File: src/rtl/core/pts_pkg.sv
// Shared types and constants for the periodic task release scheduler.
package pts_pkg;

    localparam int NUM_SLOTS_DEF = 8;

    localparam int HANDLE_W = 8;
    localparam int TIME_W   = 32;
    localparam int SLOT_W   = 3;

    localparam logic OP_TICK   = 1'b0;
    localparam logic OP_CREATE = 1'b1;

    localparam logic KIND_RELEASE = 1'b0;
    localparam logic KIND_ACK     = 1'b1;

    typedef struct packed {
        logic                op;
        logic [HANDLE_W-1:0] task_handle;
        logic [TIME_W-1:0]   period;
        logic [TIME_W-1:0]   first_delay;
    } t_in_beat;

    typedef struct packed {
        logic                kind;
        logic [HANDLE_W-1:0] released_handle;
        logic [SLOT_W-1:0]   slot;
        logic                accepted;
        logic                last;
    } t_out_beat;

    // One entry of the slot table memory.
    typedef struct packed {
        logic [HANDLE_W-1:0] handle;
        logic [TIME_W-1:0]   period;
        logic [TIME_W-1:0]   countdown;
    } t_slot_entry;

    // Requests from the sequencer to the output stage.
    typedef struct packed {
        logic push_rel;
        logic push_ack;
        logic flush;
    } t_ostg_ctl;

    // Status from the output stage back to the sequencer.
    typedef struct packed {
        logic out_free;
        logic pend_v;
    } t_ostg_sts;

    typedef enum logic [1:0] {
        ST_IDLE,
        ST_TICK,
        ST_FLUSH,
        ST_CREATE
    } t_state;

endpackage

File: src/rtl/core/periodic_task_release_scheduler.sv
// Top level of the periodic task release scheduler: slot table memory and sequencer.
//
// Input beats carry an op: a tick walks the task table, a create registers a task.
// Both channels use valid/stall; a beat moves when valid is high and stall is low.
// The block takes one input beat at a time: o_in_stall is high from the accepted
// beat until every result it causes has been handed to the output stage.
// A tick walks all NUM_SLOTS slots, one slot per cycle while the output is not
// stalled, through a single-port read and a write-back of the slot memory, and
// holds o_in_stall high until the walk is over and any held release has been
// passed to the output register. Each release found by the walk
// produces one output beat; a tick with no due task produces none. The newest
// release is held back one step so its last flag can be set once the walk is over.
// A create searches the occupancy bits one slot per cycle for the lowest free slot
// and answers with one acknowledgement beat.
// Reset (synchronous, active low) clears the occupancy bits, which is all the
// table needs: the memory itself is never read for a slot that was not written.
// No clearing pass runs, so the block takes input as soon as reset is released.
// When the receiver stalls, the output register holds its beat; once the holding
// stage is also full the tick walk pauses in place and resumes when space frees.
module periodic_task_release_scheduler
    import pts_pkg::*;
#(
    parameter int NUM_SLOTS = NUM_SLOTS_DEF
) (
    input  logic      i_clk,
    input  logic      i_rst_n,
    input  logic      i_in_valid,
    input  t_in_beat  i_in_beat,
    output logic      o_in_stall,
    output logic      o_out_valid,
    output t_out_beat o_out_beat,
    input  logic      i_out_stall
);

    localparam int IW = (NUM_SLOTS > 1) ? $clog2(NUM_SLOTS) : 1;
    localparam logic [IW-1:0] LAST_IDX = IW'(NUM_SLOTS - 1);

    // Sequencer state.
    t_state         r_state;
    t_state         n_state;
    logic [IW-1:0]  r_idx;
    logic           r_iss_done;
    logic           r_s2_v;
    logic [IW-1:0]  r_s2_idx;
    t_in_beat       r_cr;

    // Slot table: occupancy in flops, everything else in the memory.
    logic [NUM_SLOTS-1:0] r_occ;
    t_slot_entry          r_mem [NUM_SLOTS];
    t_slot_entry          r_rd_data;

    // Control produced by the output decode.
    logic          in_accept;
    logic          mem_re;
    logic          mem_we;
    logic [IW-1:0] we_addr;
    t_slot_entry   we_data;
    logic          occ_we;
    logic          advance;
    logic          issue;
    logic          s2_emit;
    logic          s2_go;
    logic          cur_free;
    logic          at_end;

    t_ostg_ctl ostg_ctl;
    t_ostg_sts ostg_sts;
    t_out_beat ostg_beat;

    assign in_accept  = i_in_valid && (r_state == ST_IDLE);
    assign o_in_stall = (r_state != ST_IDLE);

    // A release waits in the holding stage, so it can enter whenever that stage
    // is empty or the output register can take the older one.
    assign s2_emit  = (r_rd_data.countdown == '0);
    assign s2_go    = r_s2_v && (!s2_emit || !ostg_sts.pend_v || ostg_sts.out_free);
    assign advance  = !r_s2_v || s2_go;
    assign cur_free = !r_occ[r_idx];
    assign at_end   = (r_idx == LAST_IDX);

    // Next state.
    always_comb begin
        n_state = r_state;
        unique case (r_state)
            ST_IDLE: begin
                if (in_accept) begin
                    n_state = (i_in_beat.op == OP_CREATE) ? ST_CREATE : ST_TICK;
                end
            end
            ST_TICK: begin
                if (r_iss_done && !r_s2_v) begin
                    n_state = ST_FLUSH;
                end
            end
            ST_FLUSH: begin
                if (!ostg_sts.pend_v || ostg_sts.out_free) begin
                    n_state = ST_IDLE;
                end
            end
            ST_CREATE: begin
                if (ostg_sts.out_free && (cur_free || at_end)) begin
                    n_state = ST_IDLE;
                end
            end
            default: n_state = ST_IDLE;
        endcase
    end

    // Outputs of the sequencer: memory port control and output stage requests.
    always_comb begin
        issue     = 1'b0;
        mem_re    = 1'b0;
        mem_we    = 1'b0;
        we_addr   = r_s2_idx;
        we_data   = r_rd_data;
        occ_we    = 1'b0;
        ostg_ctl  = '0;
        ostg_beat = '0;
        unique case (r_state)
            ST_IDLE: begin
            end
            ST_TICK: begin
                // Read the slot at r_idx while the previous slot is written back.
                issue  = advance && !r_iss_done;
                mem_re = issue && r_occ[r_idx];
                mem_we = s2_go;
                we_data.countdown = s2_emit ? (r_rd_data.period - 32'd1)
                                            : (r_rd_data.countdown - 32'd1);
                ostg_ctl.push_rel         = s2_go && s2_emit;
                ostg_beat.kind            = KIND_RELEASE;
                ostg_beat.released_handle = r_rd_data.handle;
                ostg_beat.slot            = SLOT_W'(r_s2_idx);
            end
            ST_FLUSH: begin
                ostg_ctl.flush = 1'b1;
            end
            ST_CREATE: begin
                ostg_beat.kind = KIND_ACK;
                if (ostg_sts.out_free && cur_free) begin
                    mem_we            = 1'b1;
                    we_addr           = r_idx;
                    we_data.handle    = r_cr.task_handle;
                    we_data.period    = r_cr.period;
                    we_data.countdown = r_cr.first_delay;
                    occ_we            = 1'b1;
                    ostg_ctl.push_ack  = 1'b1;
                    ostg_beat.slot     = SLOT_W'(r_idx);
                    ostg_beat.accepted = 1'b1;
                end else if (ostg_sts.out_free && at_end) begin
                    // Table full: refuse, reported against slot zero.
                    ostg_ctl.push_ack = 1'b1;
                end
            end
            default: begin
            end
        endcase
    end

    always_ff @(posedge i_clk) begin
        if (!i_rst_n) begin
            r_state    <= ST_IDLE;
            r_idx      <= '0;
            r_iss_done <= 1'b0;
            r_s2_v     <= 1'b0;
            r_occ      <= '0;
        end else begin
            r_state <= n_state;
            if (occ_we) begin
                r_occ[r_idx] <= (r_cr.task_handle != '0);
            end
            unique case (r_state)
                ST_IDLE: begin
                    r_idx      <= '0;
                    r_iss_done <= 1'b0;
                    r_s2_v     <= 1'b0;
                end
                ST_TICK: begin
                    if (issue) begin
                        if (at_end) begin
                            r_iss_done <= 1'b1;
                        end else begin
                            r_idx <= r_idx + 1'b1;
                        end
                    end
                    if (advance) begin
                        r_s2_v <= mem_re;
                    end
                end
                ST_FLUSH: begin
                    r_s2_v <= 1'b0;
                end
                ST_CREATE: begin
                    if (!cur_free && !at_end) begin
                        r_idx <= r_idx + 1'b1;
                    end
                end
                default: begin
                end
            endcase
        end
    end

    // Payload registers.
    always_ff @(posedge i_clk) begin
        if (in_accept) begin
            r_cr <= i_in_beat;
        end
        if (advance) begin
            r_s2_idx <= r_idx;
        end
    end

    // Slot memory: one write port, one registered read port. Reads only happen
    // on advance, so a paused walk keeps its read data in place.
    always_ff @(posedge i_clk) begin
        if (mem_we) begin
            r_mem[we_addr] <= we_data;
        end
        if (mem_re) begin
            r_rd_data <= r_mem[r_idx];
        end
    end

    pts_out_stage u_out_stage (
        .i_clk       (i_clk),
        .i_rst_n     (i_rst_n),
        .i_ctl       (ostg_ctl),
        .i_beat      (ostg_beat),
        .o_sts       (ostg_sts),
        .o_out_valid (o_out_valid),
        .o_out_beat  (o_out_beat),
        .i_out_stall (i_out_stall)
    );

endmodule

File: src/rtl/core/pts_out_stage.sv
// Output stage: holds the newest release until the last flag is known, then the output register.
module pts_out_stage
    import pts_pkg::*;
(
    input  logic      i_clk,
    input  logic      i_rst_n,
    input  t_ostg_ctl i_ctl,
    input  t_out_beat i_beat,
    output t_ostg_sts o_sts,
    output logic      o_out_valid,
    output t_out_beat o_out_beat,
    input  logic      i_out_stall
);

    logic      r_out_v;
    t_out_beat r_out;
    logic      r_pend_v;
    t_out_beat r_pend;
    logic      out_free;
    logic      flush_go;
    t_out_beat pend_mid;
    t_out_beat pend_end;
    t_out_beat ack_beat;

    assign out_free = !r_out_v || !i_out_stall;
    assign flush_go = i_ctl.flush && r_pend_v && out_free;

    assign o_sts.out_free = out_free;
    assign o_sts.pend_v   = r_pend_v;
    assign o_out_valid    = r_out_v;
    assign o_out_beat     = r_out;

    // A held release that is pushed out by a newer one is not the last of its tick;
    // the one that leaves on the flush is.
    always_comb begin
        pend_mid      = r_pend;
        pend_mid.last = 1'b0;
        pend_end      = r_pend;
        pend_end.last = 1'b1;
        ack_beat      = i_beat;
        ack_beat.last = 1'b1;
    end

    // The sequencer only pushes when the status allows it, so a load of the
    // output register always finds it free.
    always_ff @(posedge i_clk) begin
        if (!i_rst_n) begin
            r_out_v  <= 1'b0;
            r_pend_v <= 1'b0;
        end else begin
            if (i_ctl.push_rel && r_pend_v) begin
                r_out_v <= 1'b1;
                r_out   <= pend_mid;
            end else if (i_ctl.push_ack) begin
                r_out_v <= 1'b1;
                r_out   <= ack_beat;
            end else if (flush_go) begin
                r_out_v <= 1'b1;
                r_out   <= pend_end;
            end else if (r_out_v && !i_out_stall) begin
                r_out_v <= 1'b0;
            end

            if (i_ctl.push_rel) begin
                r_pend_v <= 1'b1;
                r_pend   <= i_beat;
            end else if (flush_go) begin
                r_pend_v <= 1'b0;
            end
        end
    end

endmodule

File: config.mk
export PLATFORM = sky130hd
export DESIGN_NAME = periodic_task_release_scheduler
export DESIGN_NICKNAME = d
export VERILOG_FILES = /design/src/rtl/core/pts_pkg.sv /design/src/rtl/core/periodic_task_release_scheduler.sv /design/src/rtl/core/pts_out_stage.sv
export SDC_FILE = /design/constraint.sdc
export NUM_CORES = 1
export LEC_CHECK = 0
export BUFFER_PORTS_ARGS = -buffer_cell sky130_fd_sc_hd__buf_2
export CAP_MARGIN = 20
export CORE_MARGIN = 3
export CORE_UTILIZATION = 55
export CTS_CLUSTER_DIAMETER = 40
export CTS_CLUSTER_SIZE = 28
export DETAILED_ROUTE_END_ITERATION = 12
export MAX_ROUTING_LAYER = met4
export PLACE_DENSITY_LB_ADDON = 0.3
export SKIP_CTS_REPAIR_TIMING = 1
export SYNTH_ARGS = -nofsm -noshare
export SYNTH_HDL_FRONTEND = slang
export SYNTH_HIERARCHICAL = 1
export SYNTH_SLANG_ARGS = --single-unit
export TNS_END_PERCENT = 10
File: constraint.sdc
create_clock -name i_clk -period 12.4 [get_ports i_clk]
set_input_delay 2.48 -clock i_clk [delete_from_list [all_inputs] [get_ports i_clk]]
set_output_delay 2.48 -clock i_clk [all_outputs]
set_load 0.01 [all_outputs]
==> flow_summary.yaml, run 1 <==
floorplanning:
  start_util_pct: 55.9
  die_area_mm2: 0.0594
  fp.dieW_um: 244
  die_h_um: 244
  core_mm2: 0.0555
  placement_rows: 86
  io_pins: 93
worst_setup_path:
  cp_max_fo: 45
  path_buf_inv: 4
  crit_chain: "buf_2, nand2_1, inv_1, a211oi_4, buf_4, a21oi_1, nor2_4, buf_4"
  cpPeakStageDelay_ps: 890
  worstSetupPathType: "input port to flip-flop"
  ff2ff_setup_slack_ps: 6490
  worstPathArrival_ps: 6490
  r2r_start: "r_idx[1]$_SDFFE_PN0P_"
  cp.required_ps: 12660
  slowest_stage: "nor2_4"
  endpoint_kind: "flip-flop"
  crit_path_start_kind: "input port"
  r2r-end: "r_mem[4][26]$_DFFE_PP_"
  cp_top_family: "buffers and inverters"
  reg2regPathDepth: 8
  crit_top_cell: "buf_4"
synth:
  syn_area_mm2: 0.0311
  synthCells: 1612
  syn_area_per_cell_um2: 19.3
  syn_nets: 1692
  yosysWarnings: 6
grt:
  grt_max_degree: 64
  overflow: 0
  grt_pass1_vias: 16800
  grt_pass1_wl_mm: 105
  track_usage_pct: 24.4
  antenna_found_initial: 0
placed_design:
  port_buffers: 92
  place_ws_ps: 5460
  post-dp-hpwl_mm: 40.0
  gp_congestion: 0.926
  placed_cell_area_mm2: 0.0324
route:
  via_count: 16500
  drc: 0
  drtIter0Drc: 1956
  final_antenna_net_count: 0
  drt-total-wl_mm: 68.9
  dr.pass1.iters: 6
  via_per_inst: 6.40
  post_drt_wl_per_cell_um: 26.8
finish:
  area_growth_pct: 15.2
  final_common_cell: "edfxtp_1"
  final_net_count: 1825
  finalInstanceArea_mm2: 0.0358
  layout-drive-gt1-share_pct: 33.4
  final_cell_mix: "edfxtp_1, mux4_2, mux2_2"
power_and_ir_drop:
  irDropWorstVdd_mv: 0.120
  power.density_mw_per_mm2: 167
  power_leakage_uw: 0.0113
timing:
  timing.final.crit_share_pct: 50.2
  slew_headroom_pct: 25.6
  setup-violations-final: 0
  setup-tns-final_ps: 0
  finalMaxSlewViolations: 0
  hold_viol_final: 0
  tightest_slew_ps: 1110
  max_freq_mhz: 161
  fin_crit_ps: 6220
  rsz0062_at_grt: "false"
  fin_ws_ps: 6180
  finClkSkew_ps: 43.4
  whs_ps: 468
clock_tree:
  clock_path_buffers: 3
  cts_tree: "yes"
  cts_made_buffers: 94
  cts_root_buf: "clkbuf_16"
  clock-sinks: 767
  htreeDepth: 3
  clk_pin_slew_worst_paths_ps: 60
  clk_latency_ps: 660
min_path:
  hp-start: "r_occ[0]$_SDFFE_PN0P_"
  holdPathEnd: "r_occ[0]$_SDFFE_PN0P_"
  min_path_cells: 1
  min_path_type: "flip-flop to flip-flop"
flow_run:
  maxCapViolCount: 0
status:
  status: "complete, no violations"
[flip-flops by register name, indices dropped and copies added (netlist names)]
| register | count |
|---|---|
| r_s2_v | 1 |
| r_occ | 8 |
| u_out_stage/o_out_beat | 14 |
| r_state | 2 |
| r_cr | 72 |
| r_mem | 576 |
| u_out_stage/o_out_valid | 1 |
| u_out_stage/pend_end | 13 |
| u_out_stage/r_pend_v | 1 |
| r_idx | 3 |
| r_iss_done | 1 |
| r_rd_data | 72 |
| r_s2_idx | 3 |
[worst reg2reg max path: stages, from the launching register on]
cell      delay, ps
dfxtp_4         920
mux2_2          450
a21oi_2         220
o21ai_1         250
a211oi_4        860
buf_4           690
a21oi_1         430
nor2_4          890
buf_4           770
[routing by layer]
layer  GRT usage (%)  part of all wire [%]
met5               -                     0
met4            8.25                   3.0
met3            4.72                   8.2
met2            36.9                    48
met1            33.9                    41
[metrics by stage]
step | cells | util [%] | power (uW)
floorplan | 1612 | - | 3110
global placement | 2397 | 58.3 | 3190
detailed placement | 2397 | 58.3 | 3200
CTS | 2575 | 64.4 | 6040
global route | 2575 | 64.4 | 6170
finish | 2576 | 64.4 | 5990
[worst max path at each step]
stage / startpoint / to / slack (ps) / cells after the start
after floorplan: i_out_stall / r_rd_data[0]$_DFFE_PP_ / 1290 / 5
after global routing: i_out_stall / r_mem[4][26]$_DFFE_PP_ / 5990 / 8
after detailed placement: i_out_stall / r_mem[4][37]$_DFFE_PP_ / 5460 / 8
after global placement: i_out_stall / r_mem[4][36]$_DFFE_PP_ / 5590 / 8
after CTS: i_out_stall / r_mem[4][26]$_DFFE_PP_ / 6140 / 8
final: i_out_stall / r_mem[4][26]$_DFFE_PP_ / 6180 / 8
[power breakdown]
group / switching [uW] / internal [uW]
combinational: 135 / 93.1
clock: 1220 / 1620
sequential: 28.3 / 2890
[final cells by class]
| class | instances | area [um^2] |
|---|---|---|
| Fill cell | 3773 | 19800 |
| Multi-Input combinational cell | 745 | 7830 |
| Inverter | 13 | 48.8 |
| Clock buffer | 98 | 2390 |
| Antenna cell | 1 | 2.50 |
| Sequential cell | 767 | 22900 |
| Timing Repair Buffer | 124 | 701 |
| Tap cell | 748 | 936 |
| Clock inverter | 80 | 993 |
No activity file was read; power rests on OpenSTA's default activity.
==> run 2, diff against run 1 <==
--- a/config.mk
+++ b/config.mk
@@ -5,6 +5,7 @@
 export SDC_FILE = /design/constraint.sdc
 export NUM_CORES = 1
 export LEC_CHECK = 0
+export ABC_AREA = 1
 export BUFFER_PORTS_ARGS = -buffer_cell sky130_fd_sc_hd__buf_2
 export CAP_MARGIN = 20
 export CORE_MARGIN = 3
==> constraint.sdc (replaced) <==
create_clock -name i_clk -period 6.4 [get_ports i_clk]
set_input_delay 1.28 -clock i_clk [delete_from_list [all_inputs] [get_ports i_clk]]
set_output_delay 1.28 -clock i_clk [all_outputs]
set_load 0.01 [all_outputs]
==> run 2 against run 1 <==
  * Largest power group unchanged
  * Total power rose by 120%
  * Via count rose by 23%
  * Core utilization fell by 0.20 points
  * Highest routed layer unchanged
==> flow_summary.yaml, run 2 <==
status:
  status: "complete, no violations"
floorplanning:
  core_mm2: 0.0555
  die_area_mm2: 0.0594
  placement_rows: 86
  start_util_pct: 56.0
  io_pins: 93
  die_h_um: 244
  fp.dieW_um: 244
finish:
  largest_register: "r_mem"
  final_common_cell: "edfxtp_1"
  largest_reg_flops: 576
  n_fill_cell: 4030
  final_cell_mix: "edfxtp_1, o21ai_0, nand2_1"
  final_net_count: 2608
  area_growth_pct: 14.6
  antenna_cells: 0
  largest_registers: "r_mem: 576 flops, r_cr: 72 flops, r_rd_data: 72 flops"
  layout-drive-gt1-share_pct: 13.6
worst_setup_path:
  crit_top_cell: "nor2_1"
  r2r-end: "r_mem[0][21]$_DFFE_PP_"
  crit_path_start_kind: "flip-flop"
  cpPeakStageDelay_ps: 1050
  crit_path_start: "r_idx[0]$_SDFFE_PN0P_"
  ff2ff_setup_slack_ps: 1960
  reg2regPathDepth: 12
  r2r_start: "r_idx[0]$_SDFFE_PN0P_"
  worstSetupPathType: "flip-flop to flip-flop"
  worstPathArrival_ps: 4730
  cp_top_family: "simple AND/OR/NAND/NOR gates"
  cp_num_cells: 12
  crit_chain: "inv_8, nor2_1, o21ai_2, nor3_4, buf_4, nand2_2, nor2_1, a21oi_1, inv_1, nand2_1, nor2_4, buf_12"
  slowest_stage: "dfxtp_4"
  cp_max_fo: 103
  path_buf_inv: 4
  crit_end: "r_mem[0][21]$_DFFE_PP_"
  endpoint_kind: "flip-flop"
  cp.required_ps: 6690
flow_run:
  maxCapViolCount: 0
synth:
  syn_nets: 2523
  synthCells: 2443
  syn_area_mm2: 0.0311
  syn_area_per_cell_um2: 12.7
  yosysWarnings: 6
route:
  dr.pass1.iters: 5
  via_count: 20200
  post_drt_wl_per_cell_um: 23.6
  drtIter0Drc: 2429
  final_antenna_net_count: 0
  via_per_inst: 6.02
  drt-total-wl_mm: 79.3
  drc: 0
power_and_ir_drop:
  swShare_pct: 27.4
  power.density_mw_per_mm2: 366
  intPower_uw: 9480
  power_leakage_uw: 0.0121
  clock_power_share_pct: 42.0
  seq_power_share_pct: 45.8
  irDropWorstVdd_mv: 0.300
  p_sw_uw: 3580
  combPwrFrac_pct: 12.2
timing:
  setup-violations-final: 0
  slew_headroom_pct: 25.2
  rsz0062_at_grt: "false"
  finClkSkew_ps: 25.4
  hold_viol_final: 0
  fin_ws_ps: 1960
  setup-tns-final_ps: 0
  tightest_slew_ps: 1120
  timing.final.crit_share_pct: 69.4
  max_freq_mhz: 225
  finalMaxSlewViolations: 0
  fin_crit_ps: 4440
grt:
  grt_max_degree: 108
  track_usage_pct: 27.6
  antenna_found_initial: 1
  overflow: 0
  grt_pass1_vias: 19600
  grt_pass1_wl_mm: 120
clock_tree:
  clock_path_buffers: 3
  htreeDepth: 3
  clk_latency_ps: 660
  clock-sinks: 767
  cts_tree: "yes"
  cts_made_buffers: 94
  cts_root_buf: "clkbuf_16"
  clk_pin_slew_worst_paths_ps: 60
min_path:
  min_path_type: "flip-flop to flip-flop"
placed_design:
  post-dp-hpwl_mm: 46.0
  port_buffers: 92
  gp_congestion: 0.993
  place_ws_ps: 1980
==> run 2: metal layers <==
| metal | routed length, um | global-route usage [%] | share of wire, % | vias to the layer above |
|---|---|---|---|---|
| met5 | 0 | - | 0 | - |
| met4 | 2610 | 10.2 | 3.3 | 0 |
| met3 | 5640 | 3.49 | 7.1 | 155 |
| met2 | 38200 | 43.2 | 48 | 966 |
| met1 | 32900 | 37.6 | 41 | 9972 |
| li1 | - | - | - | 9123 |
==> run 2: power groups by stage <==
stage          clock network (uW)  registers (uW)  logic (uW)
6_report                     5480            5980        1600
5_1_grt                      5780            5990        1750
3_5_place_dp                    0            6090        1560
4_1_cts                      5560            5980        1590
2_1_floorplan                   0            5990        1080
3_3_place_gp                    0            6080        1530
==> run 2: worst min path at each step <==
stage,endpoint,startpoint,depth (start not counted)
CTS,r_occ[1]$_SDFFE_PN0P_,r_occ[1]$_SDFFE_PN0P_,2
floorplan,r_s2_idx[0]$_DFFE_PN_,r_idx[0]$_SDFFE_PN0P_,0
global placement,r_occ[5]$_SDFFE_PN0P_,r_occ[5]$_SDFFE_PN0P_,2
finish,r_occ[1]$_SDFFE_PN0P_,r_occ[1]$_SDFFE_PN0P_,2
global route,r_occ[1]$_SDFFE_PN0P_,r_occ[1]$_SDFFE_PN0P_,2
detailed placement,r_occ[1]$_SDFFE_PN0P_,r_occ[1]$_SDFFE_PN0P_,2
==> run 2: cell type report <==
class / count / area (um^2) / area share (%)
inverters: 102 / 392 / 1.10
flip-flops and latches: 767 / 22900 / 64.1
clock buffers: 100 / 2400 / 6.72
repair buffers: 121 / 741 / 2.08
well taps: 748 / 936 / 2.62
clock inverters: 77 / 925 / 2.59
multi-input cells: 1442 / 7400 / 20.8
==> run 2: worst reg2reg max path, cell delays in order, from the launching register on <==
cell     delay, ps
dfxtp_4       1050
inv_8          460
nor2_1         280
o21ai_2        120
nor3_4         120
buf_4          300
nand2_2        170
nor2_1         250
a21oi_1         90
inv_1           60
nand2_1        210
nor2_4         460
buf_12         460
==> run 2: per-stage QoR <==
stage / hold slack [ps] / cells / total power [uW] / cell area, um^2 / util, %
final: 462 / 3357 / 13100 / 35700 / 64.2
after floorplan: 431 / 2443 / 7070 / 31100 / -
after CTS: 463 / 3357 / 13100 / 35700 / 64.2
after detailed placement: 455 / 3180 / 7650 / 32300 / 58.2
after global routing: 474 / 3357 / 13500 / 35700 / 64.2
after global placement: 446 / 3180 / 7620 / 32300 / 58.2
